--- config.mk ---
export PLATFORM = sky130hd
export DESIGN_NAME = nnis_queue
export DESIGN_NICKNAME = d
export VERILOG_FILES = /design/src/rtl/core/nnis_pkg.sv /design/src/rtl/core/nnis_queue.sv
export SDC_FILE = /design/constraint.sdc
export NUM_CORES = 1
export LEC_CHECK = 0
export ABC_AREA = 1
export BUFFER_PORTS_ARGS = -buffer_cell sky130_fd_sc_hd__buf_2
export CAP_MARGIN = 15
export CORE_AREA = 5 5 76 78
export CTS_BUF_LIST = sky130_fd_sc_hd__clkbuf_8 sky130_fd_sc_hd__clkbuf_16
export CTS_CLUSTER_SIZE = 14
export DETAILED_ROUTE_END_ITERATION = 8
export DIE_AREA = 0 0 81 83
export PLACE_DENSITY = 0.77
export SKIP_LAST_GASP = 1
export SLEW_MARGIN = 20
export SYNTH_ARGS = -nofsm -noshare
export SYNTH_HDL_FRONTEND = slang
export SYNTH_SLANG_ARGS = --single-unit
--- constraint.sdc ---
create_clock -name aclk -period 2.9 [get_ports aclk]
set_input_delay 0.145 -clock aclk [delete_from_list [all_inputs] [get_ports aclk]]
set_output_delay 0.145 -clock aclk [all_outputs]
set_load 0.05 [all_outputs]
--- src/rtl/core/nnis_pkg.sv ---
// shared types, widths and codes for the nearest-neighbor image scaler
`timescale 1ns / 1ps

package nnis_pkg;

    // defaults for the top-level parameters
    localparam int DEF_MAX_DIM     = 256;
    localparam int DEF_STORE_DEPTH = 65536;

    // field widths
    localparam int POS_W      = 11;
    localparam int COORD_W    = POS_W - 1;   // a nonnegative coordinate
    localparam int SRC_DIM_W  = 9;
    localparam int DST_DIM_W  = 11;
    localparam int PIX_W      = 8;
    localparam int IN_TDATA_W = 32;

    // a source index always lies below the source dimension (at most 511)
    localparam int QUO_W       = SRC_DIM_W;
    // coordinate times source dimension
    localparam int PROD_W      = COORD_W + SRC_DIM_W + 1;
    // column plus width times row stays below 511 * 511
    localparam int ADDR_FULL_W = 18;

    // configuration port
    localparam int CFG_IDX_W  = 2;
    localparam int CFG_DATA_W = 11;

    localparam logic [CFG_IDX_W-1:0] REG_SRC_WIDTH  = 2'd0;
    localparam logic [CFG_IDX_W-1:0] REG_SRC_HEIGHT = 2'd1;
    localparam logic [CFG_IDX_W-1:0] REG_DST_WIDTH  = 2'd2;
    localparam logic [CFG_IDX_W-1:0] REG_DST_HEIGHT = 2'd3;

    localparam logic [SRC_DIM_W-1:0] RST_SRC_DIM = 9'd256;
    localparam logic [DST_DIM_W-1:0] RST_DST_DIM = 11'd256;

    // input commands
    localparam logic CMD_WRITE = 1'b0;
    localparam logic CMD_READ  = 1'b1;

    // item kinds after classification
    localparam int KIND_W = 2;
    localparam logic [KIND_W-1:0] KIND_WRITE    = 2'd0;
    localparam logic [KIND_W-1:0] KIND_READ_IN  = 2'd1;
    localparam logic [KIND_W-1:0] KIND_READ_NIL = 2'd2;  // inside, empty source
    localparam logic [KIND_W-1:0] KIND_READ_OUT = 2'd3;

    // queue between front and back
    localparam int Q_DEPTH = 2;

    typedef struct packed {
        logic [SRC_DIM_W-1:0] src_w;   // already clamped to the maximum
        logic [SRC_DIM_W-1:0] src_h;
        logic [DST_DIM_W-1:0] dst_w;
        logic [DST_DIM_W-1:0] dst_h;
    } cfg_t;

    typedef struct packed {
        logic [KIND_W-1:0]  kind;
        logic [COORD_W-1:0] x;
        logic [COORD_W-1:0] y;
        logic [PIX_W-1:0]   value;
    } item_t;

endpackage

--- src/rtl/core/nnis_queue.sv ---
// short fifo of classified items between front and back
`timescale 1ns / 1ps

module nnis_queue (
    input  logic            aclk,
    input  logic            aresetn,
    input  logic            push,
    input  nnis_pkg::item_t push_item,
    output logic            full,
    input  logic            pop,
    output logic            valid,
    output nnis_pkg::item_t head
);

    localparam int PTR_W = (nnis_pkg::Q_DEPTH > 1) ? $clog2(nnis_pkg::Q_DEPTH) : 1;
    localparam int CNT_W = $clog2(nnis_pkg::Q_DEPTH + 1);
    localparam logic [PTR_W-1:0] LAST_PTR = PTR_W'(nnis_pkg::Q_DEPTH - 1);

    nnis_pkg::item_t  slot_reg [nnis_pkg::Q_DEPTH];
    logic [PTR_W-1:0] wr_ptr_reg, wr_ptr_next;
    logic [PTR_W-1:0] rd_ptr_reg, rd_ptr_next;
    logic [CNT_W-1:0] count_reg, count_next;
    logic             do_push;
    logic             do_pop;

    assign full    = (count_reg == CNT_W'(nnis_pkg::Q_DEPTH));
    assign valid   = (count_reg != '0);
    assign head    = slot_reg[rd_ptr_reg];
    assign do_push = push && !full;
    assign do_pop  = pop && valid;

    always_comb begin
        wr_ptr_next = wr_ptr_reg;
        rd_ptr_next = rd_ptr_reg;
        count_next  = count_reg;
        if (do_push) begin
            wr_ptr_next = (wr_ptr_reg == LAST_PTR) ? '0 : wr_ptr_reg + 1'b1;
        end
        if (do_pop) begin
            rd_ptr_next = (rd_ptr_reg == LAST_PTR) ? '0 : rd_ptr_reg + 1'b1;
        end
        if (do_push && !do_pop) begin
            count_next = count_reg + 1'b1;
        end else if (do_pop && !do_push) begin
            count_next = count_reg - 1'b1;
        end
    end

    always_ff @(posedge aclk) begin
        if (!aresetn) begin
            wr_ptr_reg <= '0;
            rd_ptr_reg <= '0;
            count_reg  <= '0;
        end else begin
            wr_ptr_reg <= wr_ptr_next;
            rd_ptr_reg <= rd_ptr_next;
            count_reg  <= count_next;
        end
    end

    always_ff @(posedge aclk) begin
        if (do_push) begin
            slot_reg[wr_ptr_reg] <= push_item;
        end
    end

endmodule

Yosys cells after proc, flatten, opt, wreduce, memory -nomap -nowiden
Memories as Yosys holds them, arrays and structs flattened. A register that Yosys moved wholly into a read port is not among the register bits.
Cells that the tools add are included.
- logic and storage cells: 26
- memory bits (writable): 60
- output and inout bits: 32
- register bits after elaboration: 4
- memories: 1
- add/subtract/negate cells: 4
- equality and inequality tests: 1
- reduce and logical (&&, ||, !) cells: 9
- multiplexer cells: 8
- memory list (memory ; depth ; width ; rd ports ; clocked after Yosys merged registers in ; write ports ; RTL line ; RTL):
    slot_reg ; 2 ; 30 ; 1 ; 1 ; 1 ; nnis_queue.sv:19 ; nnis_pkg::item_t slot_reg [nnis_pkg::Q_DEPTH];
- operators by type and width (operator ; count):
    $mux W1 ; 6
    $logic_and A1 B1 Y1 ; 4
    $mux W2 ; 2
    $reduce_bool A2 Y1 ; 2
    $logic_not A1 Y1 ; 3
    $add A1 B1 Y1 const B ; 2
    $add A2 B1 Y2 const B ; 1
    $eq A2 B2 Y1 const B ; 1
    $sub A2 B1 Y2 const B ; 1

Logic depth before layout (Yosys ltp)
Gate-level depths: netlist of the first run.
- depth after elaboration: 7
- depth in mapped cells: 10
- mapped depth without buffers: 10

Worst setup path before layout of the first run
OpenSTA, ideal clock, no wires.
- path type: reg-to-reg
- start: reg count_reg[0]
- end: mem slot_reg[1][0] (netlist name), enable pin
- slack: 0.704 ns
- clock period less this slack: 2.196 ns
- data required time: 2.483 ns
- path buffers: 0
- cell stages (with the launch flop): 3
- library setup time: 0.417 ns
- data arrival time: 1.779 ns
- cell sequence: dfxtp_1 o21ai_2 nor2_1
- word-level cells in the longest chain between the ends: 5
- ends and longest elaborated chain (what ; RTL line ; RTL):
    start, declared ; nnis_queue.sv:22 ; logic [CNT_W-1:0] count_reg, count_next;
    start signal, assigned ; nnis_queue.sv:57 ; count_reg <= count_next;
    $eq A2 B2 Y1 ; nnis_queue.sv:26 ; assign full = (count_reg == CNT_W'(nnis_pkg::Q_DEPTH));
    $logic_not A1 Y1 ; nnis_queue.sv:29 ; assign do_push = push && !full;
    $logic_and A1 B1 Y1 ; nnis_queue.sv:29 ;
    $mux W1 ; nnis_queue.sv:62 ; if (do_push) begin
    $mux W1 (not written as such) ; nnis_queue.sv:63 ; slot_reg[wr_ptr_reg] <= push_item;
    end, declared ; nnis_queue.sv:19 ;
Every way passes these cells.

==> flow_metrics.py, run 1 <==
metrics = {
    "clock_network": {
        "clock_sinks": 65,
        "cts_tree": "done",
        "ctsHoldBuffers": 8,
        "post-cts-setup-buffer-count": 0,
        "cts_buffers": 9,
        "clock_latency_ns": 0.32,
        "ctsResizeCount": 0,
        "cts_buffer_depth": 2,
        "clkTransAtPathRegs_ns": 0.07,
        "htreeDepth": 3,
        "cts-root-buf": "clkbuf_8",
    },
    "sta": {
        "timing.final.crit_period_ns": 2.05,
        "worstMarginPinSlew_ns": 1.02,
        "max_freq_mhz": 488,
        "setup_viol": 0,
        "fin_crit_sh": 0.707,
        "skew_ns": 0.00861,
        "max_slew_margin": 0.323,
        "slew_viol_final": 0,
        "finalSetupTns_ns": 0,
        "rsz0062_at_grt": "no",
        "hold_viol_final": 0,
        "setup_ws_ns": 0.849,
    },
    "layout": {
        "largest_register_ffs": 60,
        "syn_to_final_growth_pct": 32.5,
        "fillers": 376,
        "diodes": 0,
        "layout.nets": 263,
        "drive_gt1_frac": 0.489,
    },
    "synthesis": {
        "synthAdderAreaFrac": 0.00494,
        "yosysTopAreaCell": "edfxtp_1",
        "yosys.area_share.simple": 0.0291,
        "synth_top_family_by_area": "multiplexers",
        "yosysUniqueCellTypes": 16,
        "synth-xor-area-share": 0,
        "syn-instance-count": 130,
        "avgSynthCellArea_um2": 19.5,
        "yosysWarnings": 0,
        "synth_area_um2": 2530,
        "ys_ff_latch": 65,
        "synth_compound_area_frac": 0.0123,
        "synth_top_area_share": 0.711,
        "ys_top_cells_by_area": "edfxtp_1, mux2_4, dfxtp_1",
        "muxShareOfSynthArea": 0.178,
        "ys_seq_area_frac": 0.751,
        "syn_nets": 165,
    },
    "die": {
        "io_pins": 66,
        "initial_core_util": 0.506,
        "dieArea_um2": 6720,
        "fp.dieH_um": 83,
        "core-area_um2": 5010,
        "die-width_um": 81,
        "rows": 26,
    },
    "route": {
        "wl_um": 4360,
        "ant_nets": 0,
        "dr.pass1.iters": 4,
        "drc": 0,
        "wl_per_cell_um": 14.4,
        "drtIter0Drc": 91,
        "viasPerCell": 4.55,
        "vias": 1379,
    },
    "placed_design": {
        "gp_congestion": 0.713,
        "io_buffers": 65,
        "dpl.hpwl_um": 2640,
        "place_ws_ns": 1.17,
    },
    "global_routing": {
        "antenna_found_initial": 0,
        "grt_first_pass_wirelength_um": 6500,
        "grt_max_degree": 31,
        "grt_usage": 0.130,
        "grt_pass1_vias": 1397,
        "grt_overflow": 0,
    },
    "pwr": {
        "switching_power_w": 0.00113,
        "ir_drop_mv": 0.638,
        "seq_power_share": 0.424,
        "powerDensity_nw_per_um2": 914,
        "finalPower_w": 0.00307,
        "leakagePower_nw": 1.37,
        "p_int_w": 0.00194,
        "pwr-share-clk": 0.223,
        "pwr-share-comb": 0.353,
        "switching_share": 0.367,
    },
    "worst_hold_path": {
        "min_from": "push_item[8]",
        "holdPathStages": 1,
        "holdPathEnd": "slot_reg[0][8]",
        "worstHoldPathType": "primary input to flop",
    },
    "critical_path": {
        "cp.required_ns": 2.76,
        "r2r_slack_ns": 1.25,
        "crit-reg2reg-launch": "count_reg[0]",
        "crit_type": "flop to output pin",
        "start_kind": "flop",
        "critPathCaptureType": "output pin",
        "cp_max_fo": 30,
        "worstPathArrival_ns": 1.91,
        "regToRegEndpoint": "slot_reg[0][13]",
        "reg2reg_depth": 2,
    },
    "run": {
        "max-cap-violations": 0,
    },
    "status": {
        "status": "finished clean",
    },
}
## area by class of cell
type                    instances  area, µm²  share of cell area
flip-flops and latches         65       1900               0.567
multi-input cells              54        583               0.174
repair buffers                 90        576               0.171
clock buffers                   9        124              0.0369
well taps                      70       87.6              0.0261
clock inverters                 7       53.8              0.0160
inverters                       8       30.0             0.00895
## Yosys cell counts, drive strengths merged
cell type and count:
inv 8, ha 1, edfxtp 60, nor2 9
a21oi 1, mux2 30, dfxtp 5, o21a 1
nand4 1, nand2 7, buf 3, o21ai 3
nand3 1
## worst max-delay path, cell delays in order, from the launching register on
cell     delay, ns
dfxtp_2       1.01
mux2_4        0.36
buf_2         0.21
## cell families (layout without fill, tap and decap cells)
family	Yosys count	count (layout)
AOI/OAI and AO/OA	5	5
adders and majority gates	1	1
buffers and inverters	11	114
DFF	65	65
muxes	30	30
and+or+nand+nor	18	18
## stage by stage
step	util	cell area (µm²)	hold WS, ns	instances
5_1_grt	0.670	3360	0.000993	303
6_report	0.670	3360	0.0147	303
3_3_place_gp	0.585	2930	0.334	262
4_1_cts	0.636	3190	0.0000708	286
3_5_place_dp	0.585	2930	0.337	262
2_1_floorplan	-	2530	0.244	130
## placed cells by master, fill, tap and decap left out, drive strengths merged
| master | n |
|---|---|
| o21a | 1 |
| dfxtp | 5 |
| nand4 | 1 |
| a21oi | 1 |
| inv | 10 |
| nand2 | 7 |
| o21ai | 3 |
| ha | 1 |
| nor2 | 9 |
| clkinv | 4 |
| nand3 | 1 |
| clkbuf | 9 |
| dlygate4sd3 | 25 |
| edfxtp | 60 |
| bufinv | 1 |
| buf | 65 |
| mux2 | 30 |
## how the worst max path moves through the flow
stage | from | endpoint | slack, ns | depth (start not counted)
6_report | flop | head[7] | 0.85 | 2
3_3_place_gp | flop | head[3] | 1.16 | 2
3_5_place_dp | flop | head[7] | 1.17 | 2
2_1_floorplan | count_reg[0] | slot_reg[1][0] | 0.70 | 2
4_1_cts | flop | head[7] | 0.81 | 2
5_1_grt | flop | head[7] | 0.74 | 2
## power groups by stage
| stage | clock [W] | sequential, W | combinational [W] |
|---|---|---|---|
| after floorplan | 0 | 0.00125 | 0.000933 |
| after global placement | 0 | 0.00132 | 0.00105 |
| after detailed placement | 0 | 0.00132 | 0.00106 |
| after CTS | 0.000700 | 0.00131 | 0.00107 |
| after global routing | 0.000752 | 0.00132 | 0.00114 |
| final | 0.000685 | 0.00130 | 0.00108 |
## metal layers
| metal | track usage | routed length, µm | vias up |
|---|---|---|---|
| met5 | 0 | 0 | - |
| met4 | 0.0599 | 56 | 0 |
| met3 | 0.0444 | 272 | 6 |
| met2 | 0.205 | 2190 | 45 |
| met1 | 0.160 | 1850 | 646 |
| li1 | - | - | 682 |
(Power assumes the default switching activity.)
==> inputs of run 2 (changes only) <==
--- a/config.mk
+++ b/config.mk
@@ -5,15 +5,15 @@
 export SDC_FILE = /design/constraint.sdc
 export NUM_CORES = 1
 export LEC_CHECK = 0
-export ABC_AREA = 1
+export ABC_AREA = 0
 export BUFFER_PORTS_ARGS = -buffer_cell sky130_fd_sc_hd__buf_2
 export CAP_MARGIN = 15
-export CORE_AREA = 5 5 76 78
+export CORE_AREA = 5 5 79 81
 export CTS_BUF_LIST = sky130_fd_sc_hd__clkbuf_8 sky130_fd_sc_hd__clkbuf_16
 export CTS_CLUSTER_SIZE = 14
 export DETAILED_ROUTE_END_ITERATION = 8
-export DIE_AREA = 0 0 81 83
-export PLACE_DENSITY = 0.77
+export DIE_AREA = 0 0 84 86
+export PLACE_DENSITY = 0.72
 export SKIP_LAST_GASP = 1
 export SLEW_MARGIN = 20
 export SYNTH_ARGS = -nofsm -noshare
==> constraint.sdc (replaced) <==
create_clock -name aclk -period 1.85 [get_ports aclk]
set_input_delay 0.0925 -clock aclk [delete_from_list [all_inputs] [get_ports aclk]]
set_output_delay 0.0925 -clock aclk [all_outputs]
set_load 0.05 [all_outputs]
==> flow_metrics.py, run 2 <==
metrics = {
    "synthesis": {
        "yosysWarnings": 0,
        "ys_top_cells_by_area": "edfxtp_1, mux2_2, dfxtp_1",
        "ys_seq_area_frac": 0.795,
        "ys_ff_latch": 65,
        "synth_top_area_share": 0.754,
        "syn-instance-count": 118,
        "avgSynthCellArea_um2": 20.3,
        "yosysUniqueCellTypes": 21,
        "syn_nets": 153,
        "yosysTopAreaCell": "edfxtp_1",
        "synth_edf_count": 60,
        "async_flop_share": 0,
        "synth_most_common_cell": "edfxtp_1",
        "yosys-top-cells-count": "edfxtp_1, mux2_2, dfxtp_1",
        "ys.flop_type": "edfxtp_1",
        "synth_area_um2": 2390,
    },
    "clock_network": {
        "clkTransAtPathRegs_ns": 0.06,
        "ctsResizeCount": 0,
        "cts-root-buf": "clkbuf_8",
        "clock_latency_ns": 0.33,
        "cts_buffers": 9,
        "cts_tree": "done",
        "clock_sinks": 65,
        "cts_buffer_depth": 2,
        "htreeDepth": 3,
    },
    "layout": {
        "largest_register_ffs": 60,
        "final_util": 0.629,
        "fillers": 406,
        "layout.nets": 262,
        "diodes": 0,
        "final_cell_mix": "buf_2, edfxtp_1, dlygate4sd3_1",
        "seqCellArea_um2": 1900,
        "multi_input_area_um2": 480,
        "drive_gt1_frac": 0.509,
        "final_common_cell": "buf_2",
        "syn_to_final_growth_pct": 42.3,
    },
    "placed_design": {
        "gp_congestion": 0.733,
        "dpl.hpwl_um": 2710,
        "io_buffers": 65,
    },
    "sta": {
        "worstMarginPinSlew_ns": 0.260,
        "finalSetupTns_ns": 0,
        "setup_viol": 0,
        "max_freq_mhz": 627,
        "fin_crit_sh": 0.863,
        "rsz0062_at_grt": "no",
        "skew_ns": 0.00621,
        "slew_viol_final": 0,
        "max_slew_margin": 0.828,
        "hold_viol_final": 0,
        "timing.final.crit_period_ns": 1.60,
    },
    "critical_path": {
        "crit-reg2reg-launch": "count_reg[0]",
        "start_kind": "flop",
        "regToRegEndpoint": "count_reg[1]",
        "r2r_slack_ns": 0.29,
        "worstPathArrival_ns": 1.50,
        "crit_path_end": "head[23]",
        "critPathCaptureType": "output pin",
        "crit_type": "flop to output pin",
        "cp_max_fo": 30,
        "reg2reg_depth": 6,
        "cp.required_ns": 1.76,
    },
    "die": {
        "core-area_um2": 5410,
        "die-width_um": 84,
        "initial_core_util": 0.442,
        "fp.dieH_um": 86,
        "rows": 27,
        "io_pins": 66,
        "dieArea_um2": 7220,
    },
    "pwr": {
        "ir_drop_mv": 1.16,
        "leakagePower_nw": 1.31,
        "powerDensity_nw_per_um2": 1500,
    },
    "route": {
        "drc": 0,
        "vias": 1385,
        "wl_um": 4410,
        "dr.pass1.iters": 3,
        "wl_per_cell_um": 14.5,
        "drtIter0Drc": 23,
        "viasPerCell": 4.56,
        "ant_nets": 0,
    },
    "status": {
        "status": "finished clean",
    },
    "global_routing": {
        "grt_first_pass_wirelength_um": 7180,
        "grt_max_degree": 31,
        "grt_pass1_vias": 1559,
        "grt_overflow": 0,
        "grt_usage": 0.132,
        "antenna_found_initial": 0,
    },
    "worst_hold_path": {
        "worstHoldPathType": "primary input to flop",
    },
    "run": {
        "max-cap-violations": 0,
    },
}
-- run 2: cell types whose count changed after synthesis, moves of 4 or more --
cell     delta
nor2_1      -8
mux2_2     +30
nand2_1     -6
mux2_4     -30
inv_1       -4
-- run 2: cell type report --
class | instances | share of cell area
inverters | 2 | 0.00294
repair buffers | 101 | 0.209
multi-input cells | 48 | 0.141
clock inverters | 7 | 0.0250
clock buffers | 9 | 0.0364
well taps | 72 | 0.0265
flip-flops and latches | 65 | 0.559
-- run 2: metrics by stage --
step,cells,setup slack [ns],power (W),hold slack [ns],area (µm²)
detailed placement,257,0.311,0.00384,0.284,2880
floorplan,118,0.00451,0.00339,0.191,2410
CTS,304,0.221,0.00515,0.117,3400
global route,304,0.181,0.00532,0.152,3400
global placement,257,0.367,0.00382,0.279,2880
finish,304,0.254,0.00509,0.140,3400
-- run 2: repair_timing --
item | CTS | global route
setup buffers | 0 | 0
endpoints found under the setup margin | 0 | 0
hold endpoints to repair | 61 | 0
hold buffers | 31 | 0
-- run 2: routing by layer --
metal  vias up  wire, µm  GRT usage
met5         -         0          0
met2        45      2250      0.229
met4         0        82     0.0746
met1       656      1800      0.143
li1        674         -          -
met3        10       278     0.0413
-- run 2: worst min path at each step --
stage	start	endpoint	slack, ns	depth (start not counted)
final	push	wr_ptr_reg	0.14	3
after global routing	push	wr_ptr_reg	0.15	3
after CTS	push	wr_ptr_reg	0.12	3
after detailed placement	push_item[25]	slot_reg[1][25]	0.28	1
after global placement	push_item[21]	slot_reg[0][21]	0.28	1
after floorplan	push_item[0]	slot_reg[0][0]	0.19	0
-- run 2: critical path, cell delays in order, from the launching register on --
cell	delay [ns]
dfxtp_1	0.36
buf_12	0.22
mux2_2	0.37
buf_2	0.21
-- run 2: where the power goes --
part	total, W	leakage [nW]	internal (W)	switching, W
clock network	0.00124	0.104	0.000744	0.000497
logic	0.00193	0.600	0.000624	0.00130
registers	0.00193	0.602	0.00185	0.0000755
-- run 2: kinds of logic after synthesis --
logic type,Yosys count,share of synthesized area
flip-flops,65,0.795
multiplexers,30,0.141
AND/OR/NAND/NOR,9,0.0241
AO/OA/AOI/OAI,5,0.0136
buffers and inverters,5,0.00941
XOR/XNOR,3,0.0110
adder cells (fa/ha/maj),1,0.00523
