[config.mk]
export PLATFORM = sky130hd
export DESIGN_NAME = nnis_front
export DESIGN_NICKNAME = d
export VERILOG_FILES = /design/src/rtl/core/nnis_pkg.sv /design/src/rtl/core/nnis_front.sv
export SDC_FILE = /design/constraint.sdc
export NUM_CORES = 1
export LEC_CHECK = 0
export BUFFER_PORTS_ARGS = -buffer_cell sky130_fd_sc_hd__buf_4
export CORE_UTILIZATION = 30
export DETAILED_ROUTE_END_ITERATION = 10
export PLACE_DENSITY = 0.76
export RECOVER_POWER = 100
export SLEW_MARGIN = 20
export SYNTH_ARGS = -nofsm -noshare
export SYNTH_HDL_FRONTEND = slang
export SYNTH_SLANG_ARGS = --single-unit
[constraint.sdc]
create_clock -name vclk -period 3.1
set_input_delay 0.62 -clock vclk [all_inputs]
set_output_delay 0.62 -clock vclk [all_outputs]
set_load 0.02 [all_outputs]
[src/rtl/core/nnis_pkg.sv]
// shared types, widths and codes for the nearest-neighbor image scaler
`timescale 1ns / 1ps

package nnis_pkg;

    // defaults for the top-level parameters
    localparam int DEF_MAX_DIM     = 256;
    localparam int DEF_STORE_DEPTH = 65536;

    // field widths
    localparam int POS_W      = 11;
    localparam int COORD_W    = POS_W - 1;   // a nonnegative coordinate
    localparam int SRC_DIM_W  = 9;
    localparam int DST_DIM_W  = 11;
    localparam int PIX_W      = 8;
    localparam int IN_TDATA_W = 32;

    // a source index always lies below the source dimension (at most 511)
    localparam int QUO_W       = SRC_DIM_W;
    // coordinate times source dimension
    localparam int PROD_W      = COORD_W + SRC_DIM_W + 1;
    // column plus width times row stays below 511 * 511
    localparam int ADDR_FULL_W = 18;

    // configuration port
    localparam int CFG_IDX_W  = 2;
    localparam int CFG_DATA_W = 11;

    localparam logic [CFG_IDX_W-1:0] REG_SRC_WIDTH  = 2'd0;
    localparam logic [CFG_IDX_W-1:0] REG_SRC_HEIGHT = 2'd1;
    localparam logic [CFG_IDX_W-1:0] REG_DST_WIDTH  = 2'd2;
    localparam logic [CFG_IDX_W-1:0] REG_DST_HEIGHT = 2'd3;

    localparam logic [SRC_DIM_W-1:0] RST_SRC_DIM = 9'd256;
    localparam logic [DST_DIM_W-1:0] RST_DST_DIM = 11'd256;

    // input commands
    localparam logic CMD_WRITE = 1'b0;
    localparam logic CMD_READ  = 1'b1;

    // item kinds after classification
    localparam int KIND_W = 2;
    localparam logic [KIND_W-1:0] KIND_WRITE    = 2'd0;
    localparam logic [KIND_W-1:0] KIND_READ_IN  = 2'd1;
    localparam logic [KIND_W-1:0] KIND_READ_NIL = 2'd2;  // inside, empty source
    localparam logic [KIND_W-1:0] KIND_READ_OUT = 2'd3;

    // queue between front and back
    localparam int Q_DEPTH = 2;

    typedef struct packed {
        logic [SRC_DIM_W-1:0] src_w;   // already clamped to the maximum
        logic [SRC_DIM_W-1:0] src_h;
        logic [DST_DIM_W-1:0] dst_w;
        logic [DST_DIM_W-1:0] dst_h;
    } cfg_t;

    typedef struct packed {
        logic [KIND_W-1:0]  kind;
        logic [COORD_W-1:0] x;
        logic [COORD_W-1:0] y;
        logic [PIX_W-1:0]   value;
    } item_t;

endpackage

[src/rtl/core/nnis_front.sv]
// input side: takes words, sorts them into kinds and drops dead writes
`timescale 1ns / 1ps

module nnis_front (
    input  logic                                 s_axis_tvalid,
    output logic                                 s_axis_tready,
    input  logic [nnis_pkg::IN_TDATA_W-1:0]      s_axis_tdata,
    input  logic                                 s_axis_tuser,
    input  nnis_pkg::cfg_t                       cfg,
    input  logic                                 q_full,
    output logic                                 q_push,
    output nnis_pkg::item_t                      q_item
);

    logic [nnis_pkg::POS_W-1:0] x_pos;
    logic [nnis_pkg::POS_W-1:0] y_pos;
    logic [nnis_pkg::PIX_W-1:0] write_value;
    logic                       nonneg;
    logic                       in_src;
    logic                       in_dst;
    logic                       keep;

    assign x_pos       = s_axis_tdata[10:0];
    assign y_pos       = s_axis_tdata[21:11];
    assign write_value = s_axis_tdata[29:22];

    assign nonneg = !x_pos[nnis_pkg::POS_W-1] && !y_pos[nnis_pkg::POS_W-1];

    assign in_src = nonneg
        && (x_pos[nnis_pkg::COORD_W-1:0] < nnis_pkg::COORD_W'(cfg.src_w))
        && (y_pos[nnis_pkg::COORD_W-1:0] < nnis_pkg::COORD_W'(cfg.src_h));

    assign in_dst = nonneg
        && (nnis_pkg::DST_DIM_W'(x_pos[nnis_pkg::COORD_W-1:0]) < cfg.dst_w)
        && (nnis_pkg::DST_DIM_W'(y_pos[nnis_pkg::COORD_W-1:0]) < cfg.dst_h);

    always_comb begin
        q_item.x     = x_pos[nnis_pkg::COORD_W-1:0];
        q_item.y     = y_pos[nnis_pkg::COORD_W-1:0];
        q_item.value = write_value;
        keep         = 1'b1;
        if (s_axis_tuser == nnis_pkg::CMD_WRITE) begin
            q_item.kind = nnis_pkg::KIND_WRITE;
            keep        = in_src;
        end else if (!in_dst) begin
            q_item.kind = nnis_pkg::KIND_READ_OUT;
        end else if (cfg.src_w == '0 || cfg.src_h == '0) begin
            q_item.kind = nnis_pkg::KIND_READ_NIL;
        end else begin
            q_item.kind = nnis_pkg::KIND_READ_IN;
        end
    end

    // writes outside the source are taken and dropped here
    assign s_axis_tready = !q_full;
    assign q_push        = s_axis_tvalid && !q_full && keep;

endmodule

# == Word-level counts from Yosys, hierarchy flattened ==
# Cells that the tools add are included.
# Widths: inputs -> output; s select.
# word_totals
reg_bits,0
latch_bits,0
ram_bits,0
rom_bits,0
input_bits,75
output_inout_bits,32
wordCells,21
memories,0
# op_classes
add_sub_neg,0
mul,0
n_div,0
magnitude_cmp,4
eq_ne,0
n_shift,0
muxes,4
bitwise,0
reduce_logical,13
# op_table
operator,count
$lt 10x11->1,2
$lt 10x9->1,2
$logic_not 9->1,2
$logic_and 1x1->1,7
$mux 2,3
$logic_not 1->1,3
$logic_or 1x1->1,1
$mux 1,1

# == Longest topological paths before layout ==
# Gate-level depths: netlist of the first run.
# logic_depth
depth_word,6
mapped_depth,7
ltp_nobuf,7

# == Worst setup path before layout of the first run ==
# Ideal clock, no wire load.
# synth_timing
path_type,input to output
from,in cfg[34] (netlist name)
to,out q_push
arrival_ns,2.153
required_ns,2.480
slack_ns,0.327
path_stages,7
n_path_buf,0
cell_sequence,inv_1 -> ha_1 -> a21o_1 -> a21oi_1 -> o21ai_0 -> and3_1 -> o41ai_1
# synth_via
elab_chain_cells,5
# synth_rtl
element,line_no,text
from (decl),nnis_front.sv:9,"input nnis_pkg::cfg_t cfg,"
$lt 10x9->1,nnis_front.sv:30,&& (x_pos[nnis_pkg::COORD_W-1:0] < nnis_pkg::COORD_W'(cfg.src_w))
$logic_and 1x1->1,nnis_front.sv:30,
$logic_and 1x1->1,nnis_front.sv:31,&& (y_pos[nnis_pkg::COORD_W-1:0] < nnis_pkg::COORD_W'(cfg.src_h));
$mux 1,nnis_front.sv:42,if (s_axis_tuser == nnis_pkg::CMD_WRITE) begin
$logic_and 1x1->1,nnis_front.sv:56,assign q_push = s_axis_tvalid && !q_full && keep;
to (decl),nnis_front.sv:11,"output logic q_push,"
# No other way between the ends.

==> flow_summary.toml, run 1 <==
[setup_path]
slowest_stage = "or4_4"
worstSetupStartpointType = "primary input"
crit_path_cell_trace = "clkbuf_2 > ha_1 > a21oi_1 > nor2_1 > a311o_1 > or4_4 > o21a_1 > buf_4"
critical_path.max_fanout = 3
critPathRequiredTime_ps = 2480
end_kind = "output port"
crit_arrival_ps = 2370
critPathBufInv = 2
cpPeakStageDelay_ps = 420
crit_family = "compound AO/OA/AOI/OAI gates"
critPathLaunch = "s_axis_tdata[15]"
crit_type = "primary input to output port"

[sta]
finalSetupTns_ps = 0
fmax_mhz = 335
setup_violations = 0
period_share_pct = 96.3
post-route-min-period_ps = 2990
hold_viol = 0
worstMarginPinSlew_ps = 333
rsz0062_at_grt = "false"
final-max-slew-violation-count = 0
relSlewSlack_pct = 77.6

[drt]
firstDrtPassIters = 4
antenna_left = 0
route.top_layer_used = "met3"
dr_total_vias = 1257
wl_met2_um = 1590
wl_um = 3080
wl_per_cell_um = 11.3
drtIter0Drc = 19
viasPerCell = 4.62
wl_met3_um = 170
m1WireLength_um = 1320
drc = 0

[synthesis]
synthAdderAreaFrac_pct = 35.9
syn-num-nets = 271
synth_simple_gate_area_share_pct = 16.9
synthTopCellsByArea = "ha_1 36%, buf_4 18%, inv_1 11%, a21o_1 5.1%, a21oi_1 4.2%"
syn_area_mm2 = 0.00118
synth-compound-area-share_pct = 18.0
synth_warnings = 0
muxShareOfSynthArea_pct = 0
yosysTopAreaCell = "ha_1"
synth_top_area_share_pct = 35.9
syn-instance-count = 162
synth_xor_area_share_pct = 0
synth_top_family_by_area = "adder cells"
seq_area_frac_synth_pct = 0
ys_types = 26
synth_commonest_cells = "36 x inv_1, 34 x ha_1, 28 x buf_4"
yosysMostFrequentCell = "inv_1"
syn_avg_cell_area_um2 = 7.31

[floorplanning]
rows = 22
initial_core_util_pct = 31.9
die_w_um = 64.8
coreArea_mm2 = 0.00372
dieArea_mm2 = 0.00420
die_h_um = 64.8
io_pins = 107

[power_and_ir_drop]
p_leak_nw = 0.967
switching_power_w = 0.000103
ir_drop_mv = 0.0508
p_comb_share_pct = 100.0
power_density_mw_per_mm2 = 129
pwr-share-clk_pct = 0
intPower_w = 0.000110
sequentialPowerShare_pct = 0
swShare_pct = 48.3

[run]
maxCapViolations = 0

[cells_and_area]
fillers = 437
area.growth.synth_to_final_pct = 39.4
final_cells = 272
clkbuf_count = 0
antenna_cells = 0
ff_latch_area_um2 = 0
seq_cells = 0
nNetsFinal = 335
drive_gt1_share_pct = 33.0

[min_path]
holdCritPathClass = "primary input to output port"
whs_endpoint = "q_item[0]"
hold-path-cell-count = 0
hp-start = "s_axis_tdata[22]"

[global_route]
grt_usage_pct = 13.8
grt_start_max_net_pins = 5
grt_pass1_vias = 1176
grt_pass1_wl_um = 4770
antenna_found_initial = 0
grt-ovfl-total = 0

[clocking]
ctsHoldBuffers = 0
cts_setup_buffers = 0
cts-resized-gates = 0

[status]
status = "finished clean"

[placed_design]
portBuffers = 89
dp_cells = 272
hpwl_um = 2830
place_congestion = 0.768
==> metal layers <==
metal	vias up	track usage [%]
met4	0	0.278
met2	42	25.9
met3	0	0.704
met1	552	17.9
met5	-	0
li1	663	-
==> cell families after synthesis <==
group	Yosys count
AOI/OAI and AO/OA	31
buffers and inverters	64
and+or+nand+nor	33
adders and majority gates	34
==> through the flow <==
stage / cell area [µm²] / setup slack [ps] / power [W] / util (%) / hold WS, ps
floorplan: 1180 / 327 / 0.000136 / - / 1330
global placement: 1710 / 45.1 / 0.000219 / 46.0 / 1240
detailed placement: 1710 / 31.0 / 0.000223 / 46.0 / 1240
CTS: 1710 / 21.8 / 0.000224 / 46.0 / 1240
global route: 1650 / 16.5 / 0.000242 / 44.4 / 1240
finish: 1650 / 114 / 0.000214 / 44.4 / 1240
==> area by class of cell <==
cell class | count | area [µm²] | area share [%]
multi-input combinational | 98 | 865 | 52.4
inverter | 36 | 135 | 8.19
tap | 48 | 60.1 | 3.64
timing repair buffer | 90 | 591 | 35.8
==> power by group through the flow <==
| stage | sequential, W | combinational [W] | clock, W |
|---|---|---|---|
| 3_3_place_gp | 0 | 0.000219 | 0 |
| 5_1_grt | 0 | 0.000242 | 0 |
| 3_5_place_dp | 0 | 0.000223 | 0 |
| 4_1_cts | 0 | 0.000224 | 0 |
| 6_report | 0 | 0.000214 | 0 |
| 2_1_floorplan | 0 | 0.000136 | 0 |
==> how the worst max path moves through the flow <==
stage | end | slack (ps) | cells after the start
2_1_floorplan | q_push | 330 | 7
3_3_place_gp | q_item[28] | 50 | 8
3_5_place_dp | q_item[29] | 30 | 8
4_1_cts | q_item[29] | 20 | 8
5_1_grt | q_item[29] | 20 | 8
6_report | q_item[28] | 110 | 8
==> layout by cell type, fill, tap and decap left out <==
cell,instances
ha_1,33
nand4_1,3
clkbuf_2,1
o41ai_1,2
a22oi_1,1
nor4_1,4
o221ai_2,1
and4b_1,1
buf_4,67
and3_1,2
a21o_1,8
nor2_1,3
a31oi_1,2
nor3_1,4
a311o_1,1
nand2_1,3
o22a_2,1
ha_4,1
nand4b_1,2
a21oi_1,9
nand4b_2,1
o21ai_0,2
clkbuf_1,22
inv_1,36
nand2b_1,5
o21a_1,2
a21oi_2,1
o41a_1,1
nand3_1,4
or4_4,1
(Power assumes the default switching activity.)
==> run 2, diff against run 1 <==
--- a/config.mk
+++ b/config.mk
@@ -5,11 +5,13 @@
 export SDC_FILE = /design/constraint.sdc
 export NUM_CORES = 1
 export LEC_CHECK = 0
+export ABC_CLOCK_PERIOD_IN_PS = 3100
 export BUFFER_PORTS_ARGS = -buffer_cell sky130_fd_sc_hd__buf_4
 export CORE_UTILIZATION = 30
 export DETAILED_ROUTE_END_ITERATION = 10
 export PLACE_DENSITY = 0.76
 export RECOVER_POWER = 100
+export SETUP_SLACK_MARGIN = 0.5
 export SLEW_MARGIN = 20
 export SYNTH_ARGS = -nofsm -noshare
 export SYNTH_HDL_FRONTEND = slang
==> run 2 against run 1 <==
  * Maximum frequency grew 2.5%
  * Combinational power rose by 22%
  * Power increased by 22%
  * Non-clock buffer count is 1 higher
  * Clock-buffer cell count stayed put
  * Global-route usage is 2.3 points higher
  * Sequential cell count unchanged
  * Core utilization grew 7.3 points
  * Hold slack did not move
  * Cell count grew 0.37%
  * Via count rose by 2.1%
  * Critical path type unchanged
  * Critical endpoint is now q_item[29]
  * Largest power group unchanged
==> flow_summary.toml, run 2 (synthesis results as in run 1) <==
[status]
status = "finished clean"

[sta]
finalSetupTns_ps = 0
final-max-slew-violation-count = 0
setup_violations = 0
relSlewSlack_pct = 79.6
worstMarginPinSlew_ps = 303
post-route-min-period_ps = 2910
hold_viol = 0
rsz0062_at_grt = "true"
period_share_pct = 94.0
setup_ws_ps = 186
fmax_mhz = 343

[cells_and_area]
final_util_pct = 51.7
seq_cells = 0
ff_latch_area_um2 = 0
drive_gt1_share_pct = 46.7
mostFrequentLayoutCells = "60 x buf_4, 28 x inv_1, 22 x clkbuf_1"
nNetsFinal = 336
multi_input_area_mm2 = 0.00108
fin_area_mm2 = 0.00192
clkbuf_count = 0
antenna_cells = 0
fillers = 376
area.growth.synth_to_final_pct = 62.4
final_common_cell = "buf_4"

[floorplanning]
io_pins = 107
dieArea_mm2 = 0.00420
die_w_um = 64.8
die_h_um = 64.8
coreArea_mm2 = 0.00372
rows = 22
initial_core_util_pct = 31.9

[global_route]
grt_usage_pct = 16.1
grt_pass1_vias = 1253
antenna_found_initial = 0
grt_start_max_net_pins = 5
grt_pass1_wl_um = 5500
grt-ovfl-total = 0

[power_and_ir_drop]
sequentialPowerShare_pct = 0
pwr-share-clk_pct = 0
power_w = 0.000261
swShare_pct = 47.2
switching_power_w = 0.000123
intPower_w = 0.000138
ir_drop_mv = 0.0495
p_leak_nw = 0.992
p_comb_share_pct = 100.0
power_density_mw_per_mm2 = 136

[placed_design]
placed_area_mm2 = 0.00178
place_ws_ps = 64.6
hpwl_um = 2920
portBuffers = 89
place_congestion = 0.729

[drt]
drc = 0
wl_per_cell_um = 12.8
firstDrtPassIters = 4
antenna_left = 0
wl_um = 3510
drtIter0Drc = 43
dr_total_vias = 1284
viasPerCell = 4.70

[clocking]
ctsHoldBuffers = 0

[setup_path]
crit_type = "primary input to output port"
crit_arrival_ps = 2290
crit_family = "compound AO/OA/AOI/OAI gates"
worstSetupStartpointType = "primary input"
end_kind = "output port"
critPathBufInv = 2
critPathRequiredTime_ps = 2480
cpPeakStageDelay_ps = 430
crit_path_cell_trace = "buf_4 > ha_4 > a21oi_1 > nor2_1 > a311o_1 > or4_1 > o21a_2 > buf_6"
slowest_stage = "or4_1"
critical_path.max_fanout = 3

[run]
maxCapViolations = 0

[min_path]
holdCritPathClass = "primary input to output port"
-- run 2: changes by cell type in the layout (fill, tap and decap cells not counted), moves of 7 or more --
cell,delta
buf_6,+9
buf_4,-7
ha_4,+14
inv_1,-8
ha_1,-14
-- run 2: repair_timing --
item / CTS / global route
resized for setup: 18 / 21
cloned: 0 / 0
setup endpoints to repair: 3 / 3
pin swaps: 12 / 11
setup buffers: 2 / 0
-- run 2: routing by layer --
layer / vias up / global-route usage (%) / wire [µm] / share of wire (%)
li1: 663 / - / - / -
met1: 579 / 19.8 / 1380 / 39
met2: 40 / 31.5 / 1950 / 56
met3: 2 / 0.528 / 161 / 4.6
met4: 0 / 1.39 / 8 / 0.23
met5: - / 0 / 0 / 0
-- run 2: worst paths after layout --
kind	startpoint	end	slack (ps)	cells past startpoint
setup / recovery	s_axis_tdata[15]	q_item[29]	190	8
hold / removal	s_axis_tdata[22]	q_item[0]	1240	0
-- run 2: power by group through the flow --
stage	registers (W)	logic (W)	clock network, W
4_1_cts	0	0.000259	0
5_1_grt	0	0.000289	0
3_3_place_gp	0	0.000230	0
6_report	0	0.000261	0
2_1_floorplan	0	0.000146	0
3_5_place_dp	0	0.000235	0
-- run 2: metrics by stage --
step	hold WS, ps	instances
finish	1240	273
global route	1240	273
CTS	1240	273
detailed placement	1240	271
global placement	1240	271
floorplan	1330	162
-- run 2: area by class of cell --
class                      instances  area share [%]
multi-input combinational         98            56.2
timing repair buffer              91            33.0
inverter                          36            7.68
tap                               48            3.13
==> run 3, diff against run 2 <==
--- a/config.mk
+++ b/config.mk
@@ -5,11 +5,11 @@
 export SDC_FILE = /design/constraint.sdc
 export NUM_CORES = 1
 export LEC_CHECK = 0
-export ABC_CLOCK_PERIOD_IN_PS = 3100
+export ABC_CLOCK_PERIOD_IN_PS = 2940
 export BUFFER_PORTS_ARGS = -buffer_cell sky130_fd_sc_hd__buf_4
 export CORE_UTILIZATION = 30
 export DETAILED_ROUTE_END_ITERATION = 10
-export PLACE_DENSITY = 0.76
+export PLACE_DENSITY = 0.65
 export RECOVER_POWER = 100
 export SETUP_SLACK_MARGIN = 0.5
 export SLEW_MARGIN = 20
==> constraint.sdc (replaced) <==
create_clock -name vclk -period 2.94
set_input_delay 0.588 -clock vclk [all_inputs]
set_output_delay 0.588 -clock vclk [all_outputs]
set_load 0.02 [all_outputs]
==> run 3 against run 2 <==
  * Core utilization is 4.0 points higher
  * Largest power group unchanged
  * Combinational power grew 13%
  * Clock-buffer cell count did not move
  * Wire length grew 1.9%
  * Critical endpoint unchanged
==> flow_summary.toml, run 3 (synthesis results as in run 1) <==
[cells_and_area]
antenna_cells = 0
final_common_cell = "buf_4"
mostFrequentLayoutCells = "70 x buf_4, 28 x inv_1, 22 x clkbuf_1"
area.growth.synth_to_final_pct = 74.9
nNetsFinal = 348
drive_gt1_share_pct = 52.3
final_cells = 285
seq_cells = 0
clkbuf_count = 0
ff_latch_area_um2 = 0

[sta]
finalSetupTns_ps = 0
setup_ws_ps = 67.6
hold_viol = 0
post-route-min-period_ps = 2870
hold_ws_ps = 1180
period_share_pct = 97.7
worstMarginPinSlew_ps = 339
setup_violations = 0
relSlewSlack_pct = 77.2
final-max-slew-violation-count = 0
rsz0062_at_grt = "true"
fmax_mhz = 348

[global_route]
antenna_found_initial = 0
grt-ovfl-total = 0
grt_pass1_vias = 1407
grt_pass1_wl_um = 5750
grt_usage_pct = 17.0
grt_start_max_net_pins = 4

[floorplanning]
initial_core_util_pct = 31.9
dieArea_mm2 = 0.00420
die_h_um = 64.8
die_w_um = 64.8
rows = 22
io_pins = 107
coreArea_mm2 = 0.00372

[setup_path]
end_kind = "output port"
critical_path.max_fanout = 2
worstSetupStartpointType = "primary input"
crit_type = "primary input to output port"
critPathRequiredTime_ps = 2350
crit_arrival_ps = 2280

[placed_design]
place_ws_ps = -43.0
place_congestion = 0.766
dp_cells = 282
hpwl_um = 3110
portBuffers = 89

[drt]
dr_total_vias = 1330
antenna_left = 0
wl_per_cell_um = 12.5
drtIter0Drc = 20
viasPerCell = 4.67
wl_um = 3570
firstDrtPassIters = 4
drc = 0

[power_and_ir_drop]
power_density_mw_per_mm2 = 142
ir_drop_mv = 0.0665
power_w = 0.000294
p_leak_nw = 1.05

[status]
status = "finished clean"

[run]
maxCapViolations = 0

[min_path]
holdCritPathClass = "primary input to output port"

[clocking]
ctsHoldBuffers = 0
==> run 3: cell types whose count changed in the layout (fill, tap and decap cells not counted), sizes merged <==
cell,change
buf,+12
==> run 3: power breakdown <==
group	leakage [nW]	internal [W]	total [W]	switching (W)
Clock	0	0	0	0
Sequential	0	0	0	0
Combinational	1.05	0.000158	0.000294	0.000135
==> run 3: final cells by class <==
type	instances	area (µm²)
inverter	36	143
timing repair buffer	103	732
multi-input combinational	98	1140
fill	371	1650
tap	48	60.1
==> run 3: repair_timing <==
| item | in CTS | in global routing |
|---|---|---|
| gates resized for setup | 37 | 9 |
| setup endpoints to repair | 3 | 3 |
| buffers inserted | 3 | 0 |
| pin swaps | 14 | 2 |
==> run 3: per-layer routing <==
metal  vias to the layer above  track usage, %  part of all wire [%]
li1                        689               -                     -
met1                       594            20.8                    42
met2                        43            32.0                    51
met3                         4            1.23                   5.8
met4                         0            2.78                   1.2
met5                         -               0                     0
==> run 3: critical path: stages <==
cell	delay, ps
buf_4	110
inv_1	80
ha_4	200
a21o_1	180
a31oi_2	190
nor4_1	80
or4_4	500
o21a_2	210
buf_4	150
==> run 3: per-stage QoR <==
| step | util (%) | instance area (µm²) |
|---|---|---|
| global route | 55.7 | 2070 |
| detailed placement | 50.0 | 1860 |
| global placement | 50.0 | 1860 |
| finish | 55.7 | 2070 |
| CTS | 56.8 | 2110 |
| floorplan | - | 1260 |
==> run 3: final timing paths <==
kind | start | end | slack, ps | cells past startpoint
worst min-delay path | s_axis_tdata[22] | q_item[0] | 1180 | 0
worst max-delay path | cfg[13] | q_item[29] | 70 | 9
